===== src/sv/rdmc_pkg.sv =====
// ----------------------------------------------------------------------------
// rdmc_pkg: shared types and constants
// Command, drive and register codes, configuration and result structs, and
// the hold-timer helper used by the robot drive mode controller.
// ----------------------------------------------------------------------------
`default_nettype none

package rdmc_pkg;

	// width of the avoidance hold timer
	localparam int TIMER_BITS = 16;
	localparam int HOLD_W     = 16;
	localparam int CMP_W      = (TIMER_BITS > HOLD_W) ? TIMER_BITS : HOLD_W;

	// item kinds
	localparam logic [1:0] CMD_TICK = 2'd0;
	localparam logic [1:0] CMD_BYTE = 2'd1;
	localparam logic [1:0] CMD_STEP = 2'd2;

	// link bytes with a meaning of their own
	localparam logic [7:0] BYTE_TOGGLE = 8'hFE;
	localparam logic [7:0] BYTE_START  = 8'hFF;

	// drive commands
	localparam logic [3:0] DRV_STOP     = 4'd0;
	localparam logic [3:0] DRV_FWD      = 4'd1;
	localparam logic [3:0] DRV_BACK     = 4'd2;
	localparam logic [3:0] DRV_CURVE_L  = 4'd3;
	localparam logic [3:0] DRV_CURVE_R  = 4'd4;
	localparam logic [3:0] DRV_BCURVE_L = 4'd5;
	localparam logic [3:0] DRV_BCURVE_R = 4'd6;
	localparam logic [3:0] DRV_TURN_L   = 4'd7;
	localparam logic [3:0] DRV_TURN_R   = 4'd8;

	// avoidance machine states
	localparam logic [1:0] AV_FWD     = 2'd0;
	localparam logic [1:0] AV_REVERSE = 2'd1;
	localparam logic [1:0] AV_TURN    = 2'd2;
	localparam logic [1:0] AV_PAUSE   = 2'd3;

	// register indexes
	localparam logic [2:0] REG_OBSTACLE = 3'd0;
	localparam logic [2:0] REG_DEADZONE = 3'd1;
	localparam logic [2:0] REG_TIMEOUT  = 3'd2;
	localparam logic [2:0] REG_REVERSE  = 3'd3;
	localparam logic [2:0] REG_BACKUP   = 3'd4;
	localparam logic [2:0] REG_TURN     = 3'd5;
	localparam logic [2:0] REG_RETRY    = 3'd6;
	localparam logic [2:0] REG_RESUME   = 3'd7;

	typedef struct packed {
		logic [9:0]        obstacle_distance;
		logic [14:0]       dead_zone;
		logic [9:0]        link_timeout_ms;
		logic [HOLD_W-1:0] reverse_hold_ms;
		logic [HOLD_W-1:0] backup_hold_ms;
		logic [HOLD_W-1:0] turn_hold_ms;
		logic [HOLD_W-1:0] retry_hold_ms;
		logic [HOLD_W-1:0] resume_hold_ms;
	} cfg_t;

	typedef struct packed {
		logic       drive_valid;
		logic [3:0] drive_command;
		logic       manual_mode;
	} res_t;

	// saturate a hold value into the timer
	function automatic logic [TIMER_BITS-1:0] sat_hold(input logic [HOLD_W-1:0] v);
		logic [CMP_W-1:0] v_ext;
		logic [CMP_W-1:0] max_ext;
		v_ext   = CMP_W'(v);
		max_ext = CMP_W'({TIMER_BITS{1'b1}});
		if (v_ext > max_ext) begin
			return {TIMER_BITS{1'b1}};
		end
		return TIMER_BITS'(v_ext);
	endfunction

endpackage

`default_nettype wire


===== src/sv/rdmc_cfg.sv =====
// ----------------------------------------------------------------------------
// rdmc_cfg: configuration register bank
// Holds the eight settings and updates one on each write.
// ----------------------------------------------------------------------------
`default_nettype none

module rdmc_cfg (
	input  wire               clk,
	input  wire               arst_n,
	input  wire               cfg_valid,
	output logic              cfg_ready,
	input  wire  [2:0]        cfg_index,
	input  wire  [15:0]       cfg_data,
	output rdmc_pkg::cfg_t    cfg
);
	import rdmc_pkg::*;

	cfg_t cfg_q;

	assign cfg_ready = 1'b1;
	assign cfg       = cfg_q;

	// write the addressed register
	always_ff @(posedge clk or negedge arst_n) begin
		if (!arst_n) begin
			cfg_q.obstacle_distance <= 10'd20;
			cfg_q.dead_zone         <= 15'd100;
			cfg_q.link_timeout_ms   <= 10'd50;
			cfg_q.reverse_hold_ms   <= HOLD_W'(800);
			cfg_q.backup_hold_ms    <= HOLD_W'(500);
			cfg_q.turn_hold_ms      <= HOLD_W'(1500);
			cfg_q.retry_hold_ms     <= HOLD_W'(300);
			cfg_q.resume_hold_ms    <= HOLD_W'(500);
		end else if (cfg_valid) begin
			unique case (cfg_index)
				REG_OBSTACLE: cfg_q.obstacle_distance <= cfg_data[9:0];
				REG_DEADZONE: cfg_q.dead_zone         <= cfg_data[14:0];
				REG_TIMEOUT:  cfg_q.link_timeout_ms   <= cfg_data[9:0];
				REG_REVERSE:  cfg_q.reverse_hold_ms   <= cfg_data;
				REG_BACKUP:   cfg_q.backup_hold_ms    <= cfg_data;
				REG_TURN:     cfg_q.turn_hold_ms      <= cfg_data;
				REG_RETRY:    cfg_q.retry_hold_ms     <= cfg_data;
				REG_RESUME:   cfg_q.resume_hold_ms    <= cfg_data;
			endcase
		end
	end

endmodule

`default_nettype wire


===== src/sv/rdmc_core.sv =====
// ----------------------------------------------------------------------------
// rdmc_core: input register and control state
// Registers each item, then in one pass updates the mode, link frame and
// avoidance machine and forms the result.
// ----------------------------------------------------------------------------
`default_nettype none

module rdmc_core (
	input  wire               clk,
	input  wire               arst_n,
	input  wire               in_valid,
	output logic              in_ready,
	input  wire  [1:0]        command,
	input  wire  [7:0]        link_byte,
	input  wire  [9:0]        distance_cm,
	input  rdmc_pkg::cfg_t    cfg,
	input  wire               buf_full,
	output logic              res_push,
	output rdmc_pkg::res_t    res
);
	import rdmc_pkg::*;

	// input stage
	logic        v_s1;
	logic [1:0]  cmd_s1;
	logic [7:0]  byte_s1;
	logic [9:0]  dist_s1;

	// control state
	logic                  mode_q;
	logic [1:0]            avoid_q;
	logic [TIMER_BITS-1:0] timer_q;
	logic                  turn_r_q;
	logic [2:0]            phase_q;
	logic [23:0]           frame_q;
	logic [9:0]            silence_q;

	logic                  mode_d;
	logic [1:0]            avoid_d;
	logic [TIMER_BITS-1:0] timer_d;
	logic                  turn_r_d;
	logic [2:0]            phase_d;
	logic [23:0]           frame_d;
	logic [9:0]            silence_d;
	logic                  drv_valid;
	logic [3:0]            drv_cmd;

	logic [9:0]            lim;
	logic [9:0]            sil_inc;
	logic                  obstacle;
	logic signed [16:0]    x_w;
	logic signed [16:0]    y_w;
	logic signed [16:0]    dz_pos;
	logic signed [16:0]    dz_neg;
	logic                  x_hi, x_lo, y_hi, y_lo;
	logic [3:0]            decoded;

	assign res_push = v_s1 && !buf_full;
	assign in_ready = !v_s1 || !buf_full;

	// hold the accepted item
	always_ff @(posedge clk or negedge arst_n) begin
		if (!arst_n) begin
			v_s1 <= 1'b0;
		end else if (in_ready) begin
			v_s1 <= in_valid;
		end
	end

	always_ff @(posedge clk) begin
		if (in_valid && in_ready) begin
			cmd_s1  <= command;
			byte_s1 <= link_byte;
			dist_s1 <= distance_cm;
		end
	end

	// joystick frame decode
	assign x_w    = 17'(signed'(frame_q[23:8]));
	assign y_w    = 17'(signed'({frame_q[7:0], byte_s1}));
	assign dz_pos = signed'({2'b00, cfg.dead_zone});
	assign dz_neg = -dz_pos;
	assign x_hi   = x_w > dz_pos;
	assign x_lo   = x_w < dz_neg;
	assign y_hi   = y_w > dz_pos;
	assign y_lo   = y_w < dz_neg;

	always_comb begin
		priority if (y_hi) begin
			decoded = x_hi ? DRV_CURVE_R : (x_lo ? DRV_CURVE_L : DRV_FWD);
		end else if (y_lo) begin
			decoded = x_hi ? DRV_BCURVE_R : (x_lo ? DRV_BCURVE_L : DRV_BACK);
		end else begin
			decoded = x_hi ? DRV_TURN_R : (x_lo ? DRV_TURN_L : DRV_STOP);
		end
	end

	assign lim      = (cfg.link_timeout_ms != 10'd0) ? cfg.link_timeout_ms : 10'd1;
	assign sil_inc  = (silence_q != 10'h3FF) ? silence_q + 10'd1 : silence_q;
	assign obstacle = (dist_s1 != 10'd0) && (dist_s1 < cfg.obstacle_distance);

	// next state and result
	always_comb begin
		mode_d    = mode_q;
		avoid_d   = avoid_q;
		timer_d   = timer_q;
		turn_r_d  = turn_r_q;
		phase_d   = phase_q;
		frame_d   = frame_q;
		silence_d = silence_q;
		drv_valid = 1'b0;
		drv_cmd   = DRV_STOP;
		unique case (cmd_s1)
			CMD_TICK: begin
				if (timer_q != '0) begin
					timer_d = timer_q - 1'b1;
				end
				if (mode_q) begin
					silence_d = sil_inc;
					if (sil_inc >= lim) begin
						drv_valid = 1'b1;
						silence_d = 10'd0;
						phase_d   = 3'd0;
					end
				end
			end
			CMD_BYTE: begin
				if (!mode_q) begin
					if (byte_s1 == BYTE_TOGGLE) begin
						mode_d    = 1'b1;
						phase_d   = 3'd0;
						silence_d = 10'd0;
					end
				end else begin
					silence_d = 10'd0;
					if (phase_q == 3'd0) begin
						if (byte_s1 == BYTE_TOGGLE) begin
							mode_d    = 1'b0;
							avoid_d   = AV_FWD;
							drv_valid = 1'b1;
						end else if (byte_s1 == BYTE_START) begin
							phase_d = 3'd1;
						end
					end else if (phase_q < 3'd4) begin
						frame_d = {frame_q[15:0], byte_s1};
						phase_d = phase_q + 3'd1;
					end else begin
						drv_valid = 1'b1;
						drv_cmd   = decoded;
						phase_d   = 3'd0;
					end
				end
			end
			CMD_STEP: begin
				if (!mode_q && timer_q == '0) begin
					drv_valid = 1'b1;
					unique case (avoid_q)
						AV_FWD: begin
							if (obstacle) begin
								avoid_d = AV_REVERSE;
								timer_d = sat_hold(cfg.reverse_hold_ms);
							end else begin
								drv_cmd = DRV_FWD;
							end
						end
						AV_REVERSE: begin
							drv_cmd = DRV_BACK;
							avoid_d = AV_TURN;
							timer_d = sat_hold(cfg.backup_hold_ms);
						end
						AV_TURN: begin
							drv_cmd = turn_r_q ? DRV_CURVE_R : DRV_CURVE_L;
							avoid_d = AV_PAUSE;
							timer_d = sat_hold(cfg.turn_hold_ms);
						end
						AV_PAUSE: begin
							if (obstacle) begin
								avoid_d = AV_REVERSE;
								timer_d = sat_hold(cfg.retry_hold_ms);
							end else begin
								turn_r_d = !turn_r_q;
								avoid_d  = AV_FWD;
								timer_d  = sat_hold(cfg.resume_hold_ms);
							end
						end
					endcase
				end
			end
			default: begin
			end
		endcase
	end

	// advance the state when the result is pushed into the buffer
	always_ff @(posedge clk or negedge arst_n) begin
		if (!arst_n) begin
			mode_q    <= 1'b0;
			avoid_q   <= AV_FWD;
			timer_q   <= '0;
			turn_r_q  <= 1'b0;
			phase_q   <= 3'd0;
			silence_q <= 10'd0;
		end else if (res_push) begin
			mode_q    <= mode_d;
			avoid_q   <= avoid_d;
			timer_q   <= timer_d;
			turn_r_q  <= turn_r_d;
			phase_q   <= phase_d;
			silence_q <= silence_d;
		end
	end

	always_ff @(posedge clk) begin
		if (res_push) begin
			frame_q <= frame_d;
		end
	end

	// result fields: drive_valid, drive_command, manual_mode
	assign res = {drv_valid, drv_cmd, mode_d};

endmodule

`default_nettype wire


===== src/sv/rdmc_outbuf.sv =====
// ----------------------------------------------------------------------------
// rdmc_outbuf: two-entry result buffer
// Holds results until the receiver takes them, so the input side keeps
// moving while one result waits.
// ----------------------------------------------------------------------------
`default_nettype none

module rdmc_outbuf (
	input  wire               clk,
	input  wire               arst_n,
	input  wire               push,
	input  rdmc_pkg::res_t    res,
	output logic              full,
	output logic              out_valid,
	input  wire               out_ready,
	output logic              drive_valid,
	output logic [3:0]        drive_command,
	output logic              manual_mode
);
	import rdmc_pkg::*;

	res_t       mem_q [2];
	logic       wr_ptr_q;
	logic       rd_ptr_q;
	logic [1:0] count_q;
	logic       pop;
	res_t       head;

	assign full      = count_q == 2'd2;
	assign out_valid = count_q != 2'd0;
	assign pop       = out_valid && out_ready;
	assign head      = mem_q[rd_ptr_q];

	assign drive_valid   = head.drive_valid;
	assign drive_command = head.drive_command;
	assign manual_mode   = head.manual_mode;

	// store a new result
	always_ff @(posedge clk) begin
		if (push) begin
			mem_q[wr_ptr_q] <= res;
		end
	end

	// advance pointers and fill count
	always_ff @(posedge clk or negedge arst_n) begin
		if (!arst_n) begin
			wr_ptr_q <= 1'b0;
			rd_ptr_q <= 1'b0;
			count_q  <= 2'd0;
		end else begin
			if (push) begin
				wr_ptr_q <= !wr_ptr_q;
			end
			if (pop) begin
				rd_ptr_q <= !rd_ptr_q;
			end
			count_q <= count_q + {1'b0, push} - {1'b0, pop};
		end
	end

endmodule

`default_nettype wire


===== src/sv/robot_drive_mode_controller.sv =====
// ----------------------------------------------------------------------------
// robot_drive_mode_controller: drive mode controller top level
// Turns millisecond ticks, link bytes and control steps into drive commands.
//
// Input channel (in_valid/in_ready): one item is a tick, a link byte or a
// control step with a range reading. Every item gives exactly one result on
// the output channel (out_valid/out_ready) carrying drive_valid,
// drive_command and the mode after the item.
// An accepted item waits in the input register; its result is written to the
// result buffer once that has room and is offered to the receiver from there.
// Throughput: one item per cycle unless both buffer entries are full; the
// state update is a single pass of logic from input register to buffer.
// The two-entry result buffer keeps in_ready high while one result waits;
// when both entries are full the input register holds and in_ready drops
// until the receiver takes a result.
// Configuration (cfg_valid/cfg_ready): always ready, one register per write.
// Write it only while no item is in flight.
// Reset: autonomous mode, avoidance machine at forward, timers and counters
// cleared, settings back to their defaults, no result pending.
// ----------------------------------------------------------------------------
`default_nettype none

module robot_drive_mode_controller (
	input  wire         clk,
	input  wire         arst_n,
	input  wire         in_valid,
	output logic        in_ready,
	input  wire  [1:0]  command,
	input  wire  [7:0]  link_byte,
	input  wire  [9:0]  distance_cm,
	output logic        out_valid,
	input  wire         out_ready,
	output logic        drive_valid,
	output logic [3:0]  drive_command,
	output logic        manual_mode,
	input  wire         cfg_valid,
	output logic        cfg_ready,
	input  wire  [2:0]  cfg_index,
	input  wire  [15:0] cfg_data
);
	import rdmc_pkg::*;

	cfg_t cfg;
	res_t res;
	logic res_push;
	logic buf_full;

	rdmc_cfg u_cfg (
		.clk       (clk),
		.arst_n    (arst_n),
		.cfg_valid (cfg_valid),
		.cfg_ready (cfg_ready),
		.cfg_index (cfg_index),
		.cfg_data  (cfg_data),
		.cfg       (cfg)
	);

	rdmc_core u_core (
		.clk         (clk),
		.arst_n      (arst_n),
		.in_valid    (in_valid),
		.in_ready    (in_ready),
		.command     (command),
		.link_byte   (link_byte),
		.distance_cm (distance_cm),
		.cfg         (cfg),
		.buf_full    (buf_full),
		.res_push    (res_push),
		.res         (res)
	);

	rdmc_outbuf u_outbuf (
		.clk           (clk),
		.arst_n        (arst_n),
		.push          (res_push),
		.res           (res),
		.full          (buf_full),
		.out_valid     (out_valid),
		.out_ready     (out_ready),
		.drive_valid   (drive_valid),
		.drive_command (drive_command),
		.manual_mode   (manual_mode)
	);

endmodule

`default_nettype wire


===== config.mk =====
export PLATFORM = sky130hd
export DESIGN_NAME = robot_drive_mode_controller
export DESIGN_NICKNAME = d
export VERILOG_FILES = /design/src/sv/rdmc_pkg.sv /design/src/sv/rdmc_cfg.sv /design/src/sv/rdmc_core.sv /design/src/sv/rdmc_outbuf.sv /design/src/sv/robot_drive_mode_controller.sv
export SDC_FILE = /design/constraint.sdc
export NUM_CORES = 1
export LEC_CHECK = 0
export ABC_AREA = 1
export BUFFER_PORTS_ARGS = -buffer_cell sky130_fd_sc_hd__buf_2
export CAP_MARGIN = 20
export CELL_PAD_IN_SITES_DETAIL_PLACEMENT = 0
export CELL_PAD_IN_SITES_GLOBAL_PLACEMENT = 1
export CORE_ASPECT_RATIO = 1.1
export CORE_UTILIZATION = 40
export CTS_CLUSTER_SIZE = 8
export DETAILED_ROUTE_END_ITERATION = 8
export MAX_ROUTING_LAYER = met4
export PLACE_DENSITY = 0.78
export SETUP_SLACK_MARGIN = 0.4
export SLEW_MARGIN = 10
export SYNTH_ARGS = -nofsm -noshare
export SYNTH_HDL_FRONTEND = slang
export SYNTH_SLANG_ARGS = --single-unit

===== constraint.sdc =====
create_clock -name clk -period 7.1 [get_ports clk]
set_clock_uncertainty 0.15 [all_clocks]
set_input_delay 0 -clock clk [delete_from_list [all_inputs] [get_ports clk]]
set_output_delay 0 -clock clk [all_outputs]
set_load 0.005 [all_outputs]

======== Yosys cells after proc, flatten, opt, wreduce, memory -nomap -nowiden ========
Memories as Yosys holds them, arrays and structs flattened.
Cells that the tools add are included.
W data, S select, Z words.
storage, ports and cells
  register bits ........................... 197
  bits in writable memories ............... 12
  input port bits ......................... 44
  output and inout bits ................... 9
  logic and storage cells ................. 201
  memories ................................ 1
memory list
  memory          words  width  read ports  clocked after Yosys merged registers in  wr ports  line               text
  u_outbuf.mem_q  2      6      1           0                                        1         rdmc_outbuf.sv:22  res_t mem_q [2];
cells by class
  $add $sub $neg .......................... 6
  order comparisons ....................... 12
  eq/ne operators ......................... 27
  muxes and demuxes ....................... 93
  bitwise logic cells ..................... 2
  reduce and logical (&&, ||, !) cells .... 38
operators by type and width
  operator                 number
  $mux W16                 14
  $gt A16 B16 Y1 const B   5
  $pmux W16 S4             1
  $mux W10                 6
  $mux W1                  38
  $mux W4                  9
  $lt A16 B17 Y1           2
  $mux W3                  11
  $gt A16 B16 Y1           2
  $pmux W16 S2             1
  $pmux W10 S2             1
  $reduce_bool A10 Y1      2
  $neg A15 Y17             1
  $eq A8 B8 Y1 const B     2
  $logic_not A16 Y1        1
  $reduce_and A2 Y1        8
  $reduce_bool A16 Y1      1
  $sub A16 B1 Y16 const B  1
  $reduce_and A5 Y1        3
  $ne A2 B1 Y1 const B     7
  $reduce_and A7 Y1        2
  $eq A3 B3 Y1 const B     4
  $mux W2                  6
  $pmux W4 S3              1
  other kinds (28)         49

======== Longest topological paths before layout ========
  depth in word-level cells ............... 11
  depth in mapped cells ................... 27
  depth with buffers taken out ............ 27

======== By module ========
A second synthesis with hierarchy kept.
second synthesis, totals
  cells, all modules ...................... 1437
  area total of the unflattened synthesis .. 12004.0 um^2
modules (own cells, without submodules)
  module       times used  cells an instance  area an instance (um^2)  seq. area each (um^2)
  rdmc_core    1           857                6761.5                   2172.1
  rdmc_cfg     1           519                4560.6                   2920.3
  rdmc_outbuf  1           61                 681.9                    460.4

======== Worst setup path before layout ========
OpenSTA, ideal clock, no wires.
  path kind ............................... register to register
  start point ............................. reg u_core.cmd_s1[1]
  end point ............................... reg u_core.frame_q[0], enable pin
  library setup time ...................... 0.466 ns
  data arrival time ....................... 3.150 ns
  required time ........................... 6.484 ns
  setup slack ............................. 3.334 ns
  cell stages (with the launch flop) ...... 5
  path buffers ............................ 0
  clock period less this slack ............ 3.766 ns
  cell sequence ........................... edfxtp_1 > inv_1 > ha_1 > nand2_1 > nor4_1
on the way
  longest elaborated chain between the ends .. 2
RTL lines
  element                      line              text
  from (decl)                  rdmc_core.sv:25   logic [1:0] cmd_s1;
  from (signal assigned)       rdmc_core.sv:72   cmd_s1 <= command;
  $eq A2 B1 Y1                 rdmc_core.sv:113  unique case (cmd_s1)
  $reduce_and A5 Y1 (no line)  n/a
  to (signal assigned)         rdmc_core.sv:215  frame_q <= frame_d;
  to (decl)                    rdmc_core.sv:35   logic [23:0] frame_q;
Every way passes these cells.
A chain may end at the register's enable or synchronous reset.

==> insert_results.sql <==
INSERT INTO impl_metrics (metric_group, metric, value, unit) VALUES
('route', 'vias', '9453', ''),
('critical_path', 'cp_num_buf_inv', '3', ''),
('global_routing', 'grt_antenna_before_repair', '0', ''),
('clocking', 'insertion_delay', '0.57', 'ns'),
('yosys', 'synth_ff_type', 'sky130_fd_sc_hd__dfrtp_1', ''),
('global_routing', 'global_route.overflow_total', '0', ''),
('critical_path', 'cp_top_family', 'simple AND/OR/NAND/NOR gates', ''),
('layout', 'ant_diodes', '0', ''),
('flow_run', 'timing.max_cap.violations', '0', ''),
('yosys', 'synthesis.nets', '1452', ''),
('outcome', 'result_of_the_run', 'complete, no violations', ''),
('route', 'detailed_route_wire_length_per_cell', '15.9', 'um'),
('clocking', 'numCtsBuffers', '30', ''),
('floorplanning', 'std_cell_rows', '64', ''),
('timing', 'unrepaired_setup_endpoints_after_global_routing', 'no', ''),
('route', 'detail_route.vias_per_cell', '5.16', ''),
('pwr', 'power-per-cell-area', '311', 'nW/um^2'),
('floorplanning', 'num_io_pins', '53', ''),
('layout', 'fillerInstances', '2665', ''),
('route', 'route.detailed.drc', '0', ''),
('critical_path', 'setup.reg_to_reg.worst_slack', '3.74', 'ns'),
('place', 'place.port_buffers', '51', ''),
('yosys', 'post_synthesis_compound_gate_area_fraction', '15.9', '%'),
('critical_path', 'cp_slowest_cell', 'sky130_fd_sc_hd__nor3_2', ''),
('route', 'drt-pass1-iter-count', '5', ''),
('yosys', 'syn-cell-area', '11500', 'sq um'),
('critical_path', 'crit-reg2reg-launch', 'u_cfg.cfg[92]', ''),
('yosys', 'synth_xor_xnor_area_share', '1.37', '%'),
('timing', 'finalCriticalPeriod', '3.36', 'ns'),
('layout', 'drive_gt1_share', '11.5', '%'),
('yosys', 'async_sr_flop_fraction', '73.2', '%'),
('layout', 'seqCellArea', '5550', 'sq um'),
('critical_path', 'critical_path.endpoint_type', 'register', ''),
('route', 'drtAntennaViolNets', '0', ''),
('timing', 'fmaxAchievable', '297', 'MHz'),
('min_path', 'worst_hold_path_type', 'in -> async', ''),
('timing', 'max-slew-margin-rel', '31.2', '%'),
('layout', 'syn2layout_area_growth', '20.0', '%'),
('clocking', 'cts.path.max_buffers', '3', ''),
('yosys', 'synth-seq-cells', '209', ''),
('yosys', 'synth_top_family_by_area', 'simple AND/OR/NAND/NOR gates', ''),
('floorplanning', 'core_box_area', '28100', 'sq um'),
('clocking', 'clock-sinks', '209', ''),
('clocking', 'cts_repair_resized_insts', '0', ''),
('layout', 'design.final.nets', '1581', ''),
('clocking', 'cts-htree-levels', '1', ''),
('place', 'place_congestion', '0.889', ''),
('global_routing', 'global_route_wire_length_before_repair', '47.6', 'mm'),
('timing', 'finalSetupViolations', '0', ''),
('floorplanning', 'die-height', '180', 'um'),
('pwr', 'ir_worst_vdd', '0.188', 'mV'),
('route', 'wirelength', '29.1', 'mm'),
('layout', 'most_common_cell_after_layout_fill_and_taps_aside', 'sky130_fd_sc_hd__nand2_1', ''),
('layout', 'commonest_cells_after_routing_fill_and_taps_aside', '289 x sky130_fd_sc_hd__nand2_1, 170 x sky130_fd_sc_hd__o21ai_0, 166 x sky130_fd_sc_hd__inv_1', ''),
('critical_path', 'cp.required', '7.23', 'ns'),
('critical_path', 'worstReg2RegEnd', 'u_outbuf.mem_q[0][2]', ''),
('critical_path', 'reg2reg_depth', '26', ''),
('critical_path', 'crit_path_max_fanout', '5', ''),
('timing', 'timing_hold_violations_final', '0', ''),
('critical_path', 'crit_start', 'u_cfg.cfg[92]', ''),
('route', 'first_iter_violations', '542', ''),
('yosys', 'yosys-mux-area-fraction', '0', '%'),
('floorplanning', 'initial_utilization', '41.0', '%'),
('critical_path', 'worstPathArrival', '3.50', 'ns'),
('timing', 'maxSlewViolCount', '0', ''),
('timing', 'worst-slew-pin-transition', '1.03', 'ns'),
('yosys', 'synth-edff-count', '56', ''),
('critical_path', 'critical_path.most_common_cell', 'sky130_fd_sc_hd__nand2_1', ''),
('yosys', 'simple_gate_area_share_of_the_yosys_netlist', '17.3', '%'),
('global_routing', 'grtUsageTotal', '20.9', '%'),
('yosys', 'synthAdderAreaFrac', '9.99', '%');
-- synthesized netlist by cell type (2+ instances only) --
cell	number	area [sq um]
sky130_fd_sc_hd__nand2_1	289	1080
sky130_fd_sc_hd__o21ai_0	170	851
sky130_fd_sc_hd__inv_1	166	623
sky130_fd_sc_hd__dfrtp_1	119	2980
sky130_fd_sc_hd__ha_1	92	1150
sky130_fd_sc_hd__nor2_1	74	278
sky130_fd_sc_hd__a21oi_1	61	305
sky130_fd_sc_hd__edfxtp_1	56	1680
sky130_fd_sc_hd__nand3_1	50	250
sky130_fd_sc_hd__clkbuf_1	37	139
sky130_fd_sc_hd__dfstp_2	34	893
sky130_fd_sc_hd__o211ai_1	22	165
sky130_fd_sc_hd__nand4_1	18	113
sky130_fd_sc_hd__a221oi_1	15	131
sky130_fd_sc_hd__xor2_1	15	131
sky130_fd_sc_hd__a22oi_2	13	163
sky130_fd_sc_hd__nor3_1	12	60.1
sky130_fd_sc_hd__nor2_2	8	50.1
sky130_fd_sc_hd__nor4_1	7	43.8
sky130_fd_sc_hd__inv_2	6	22.5
sky130_fd_sc_hd__o221ai_1	4	35.0
sky130_fd_sc_hd__a21o_1	3	22.5
sky130_fd_sc_hd__o21a_1	3	22.5
sky130_fd_sc_hd__o21ai_1	3	15.0
sky130_fd_sc_hd__o22ai_1	3	18.8
sky130_fd_sc_hd__xnor2_1	3	26.3
sky130_fd_sc_hd__a211oi_1	2	15.0
sky130_fd_sc_hd__buf_1	2	7.51
sky130_fd_sc_hd__clkinv_1	2	7.51
sky130_fd_sc_hd__nand2_2	2	12.5
sky130_fd_sc_hd__nand3b_1	2	15.0
sky130_fd_sc_hd__nor2_4	2	22.5
sky130_fd_sc_hd__nor3_2	2	20.0
sky130_fd_sc_hd__o2111ai_1	2	17.5
sky130_fd_sc_hd__or2_2	2	12.5
-- area by class of cell --
| cell class | count | area share [%] |
|---|---|---|
| well taps | 363 | 3.28 |
| clock buffers | 54 | 6.22 |
| clock inverters | 2 | 0.253 |
| inverters | 175 | 4.77 |
| repair buffers | 139 | 8.15 |
| multi-input cells | 890 | 37.2 |
| flip-flops and latches | 209 | 40.1 |
-- power breakdown --
group	internal, W	switching [W]
Clock	0.000811	0.000533
Combinational	0.000476	0.000796
Sequential	0.00152	0.000166
Total	0.00280	0.00150
-- repair_timing --
item	4_1_cts	5_1_grt
hold buffers	79	0
setup buffers	0	0
endpoints found under the hold margin	245	0
setup endpoints to repair	0	0
-- through the flow --
| step | worst slack, ns | std cells | power, W | util, % | instance area [sq um] |
|---|---|---|---|---|---|
| floorplan | 3.33 | 1316 | 0.00255 | - | 11500 |
| global placement | 3.79 | 1696 | 0.00289 | 43.2 | 12100 |
| detailed placement | 3.74 | 1697 | 0.00292 | 43.2 | 12100 |
| CTS | 3.73 | 1832 | 0.00434 | 49.2 | 13800 |
| global route | 3.36 | 1832 | 0.00461 | 49.2 | 13800 |
| finish | 3.74 | 1832 | 0.00430 | 49.2 | 13800 |
-- layer usage --
metal,track usage [%],up-vias,wire length (um)
met1,28.5,4530,13900
met5,-,-,0
met2,33.2,180,13500
met4,4.26,0,405
li1,-,4712,-
met3,2.53,31,1240
-- flip-flops by register name (all words and copies together), names as in the netlist, 3 cells and up --
register	count
u_outbuf.mem_q	12
u_core.silence_q	10
u_core.dist_s1	10
u_cfg.cfg	115
u_core.frame_q	24
u_core.byte_s1	8
u_core.timer_q	16
u_core.phase_q	3
-- how the worst max path moves through the flow --
| stage | end | slack (ns) | cells past startpoint |
|---|---|---|---|
| global route | u_outbuf.mem_q[0][2] | 3.36 | 23 |
| CTS | u_outbuf.mem_q[1][2] | 3.73 | 23 |
| detailed placement | u_outbuf.mem_q[0][2] | 3.74 | 23 |
| global placement | u_outbuf.mem_q[0][2] | 3.79 | 23 |
| floorplan | u_core.frame_q[0] | 3.33 | 4 |
| finish | u_outbuf.mem_q[0][2] | 3.74 | 26 |
-- cells by family (layout without fill, tap and decap cells) --
group                    after synthesis  count (layout)
AO/OA/AOI/OAI                        308             308
XOR/XNOR                              18              18
adder cells (fa/ha/maj)               92              92
buffers and inverters                217             370
flip-flops                           209             209
other                                  1               1
AND/OR/NAND/NOR                      471             471
No activity file was read; power rests on OpenSTA's default activity.
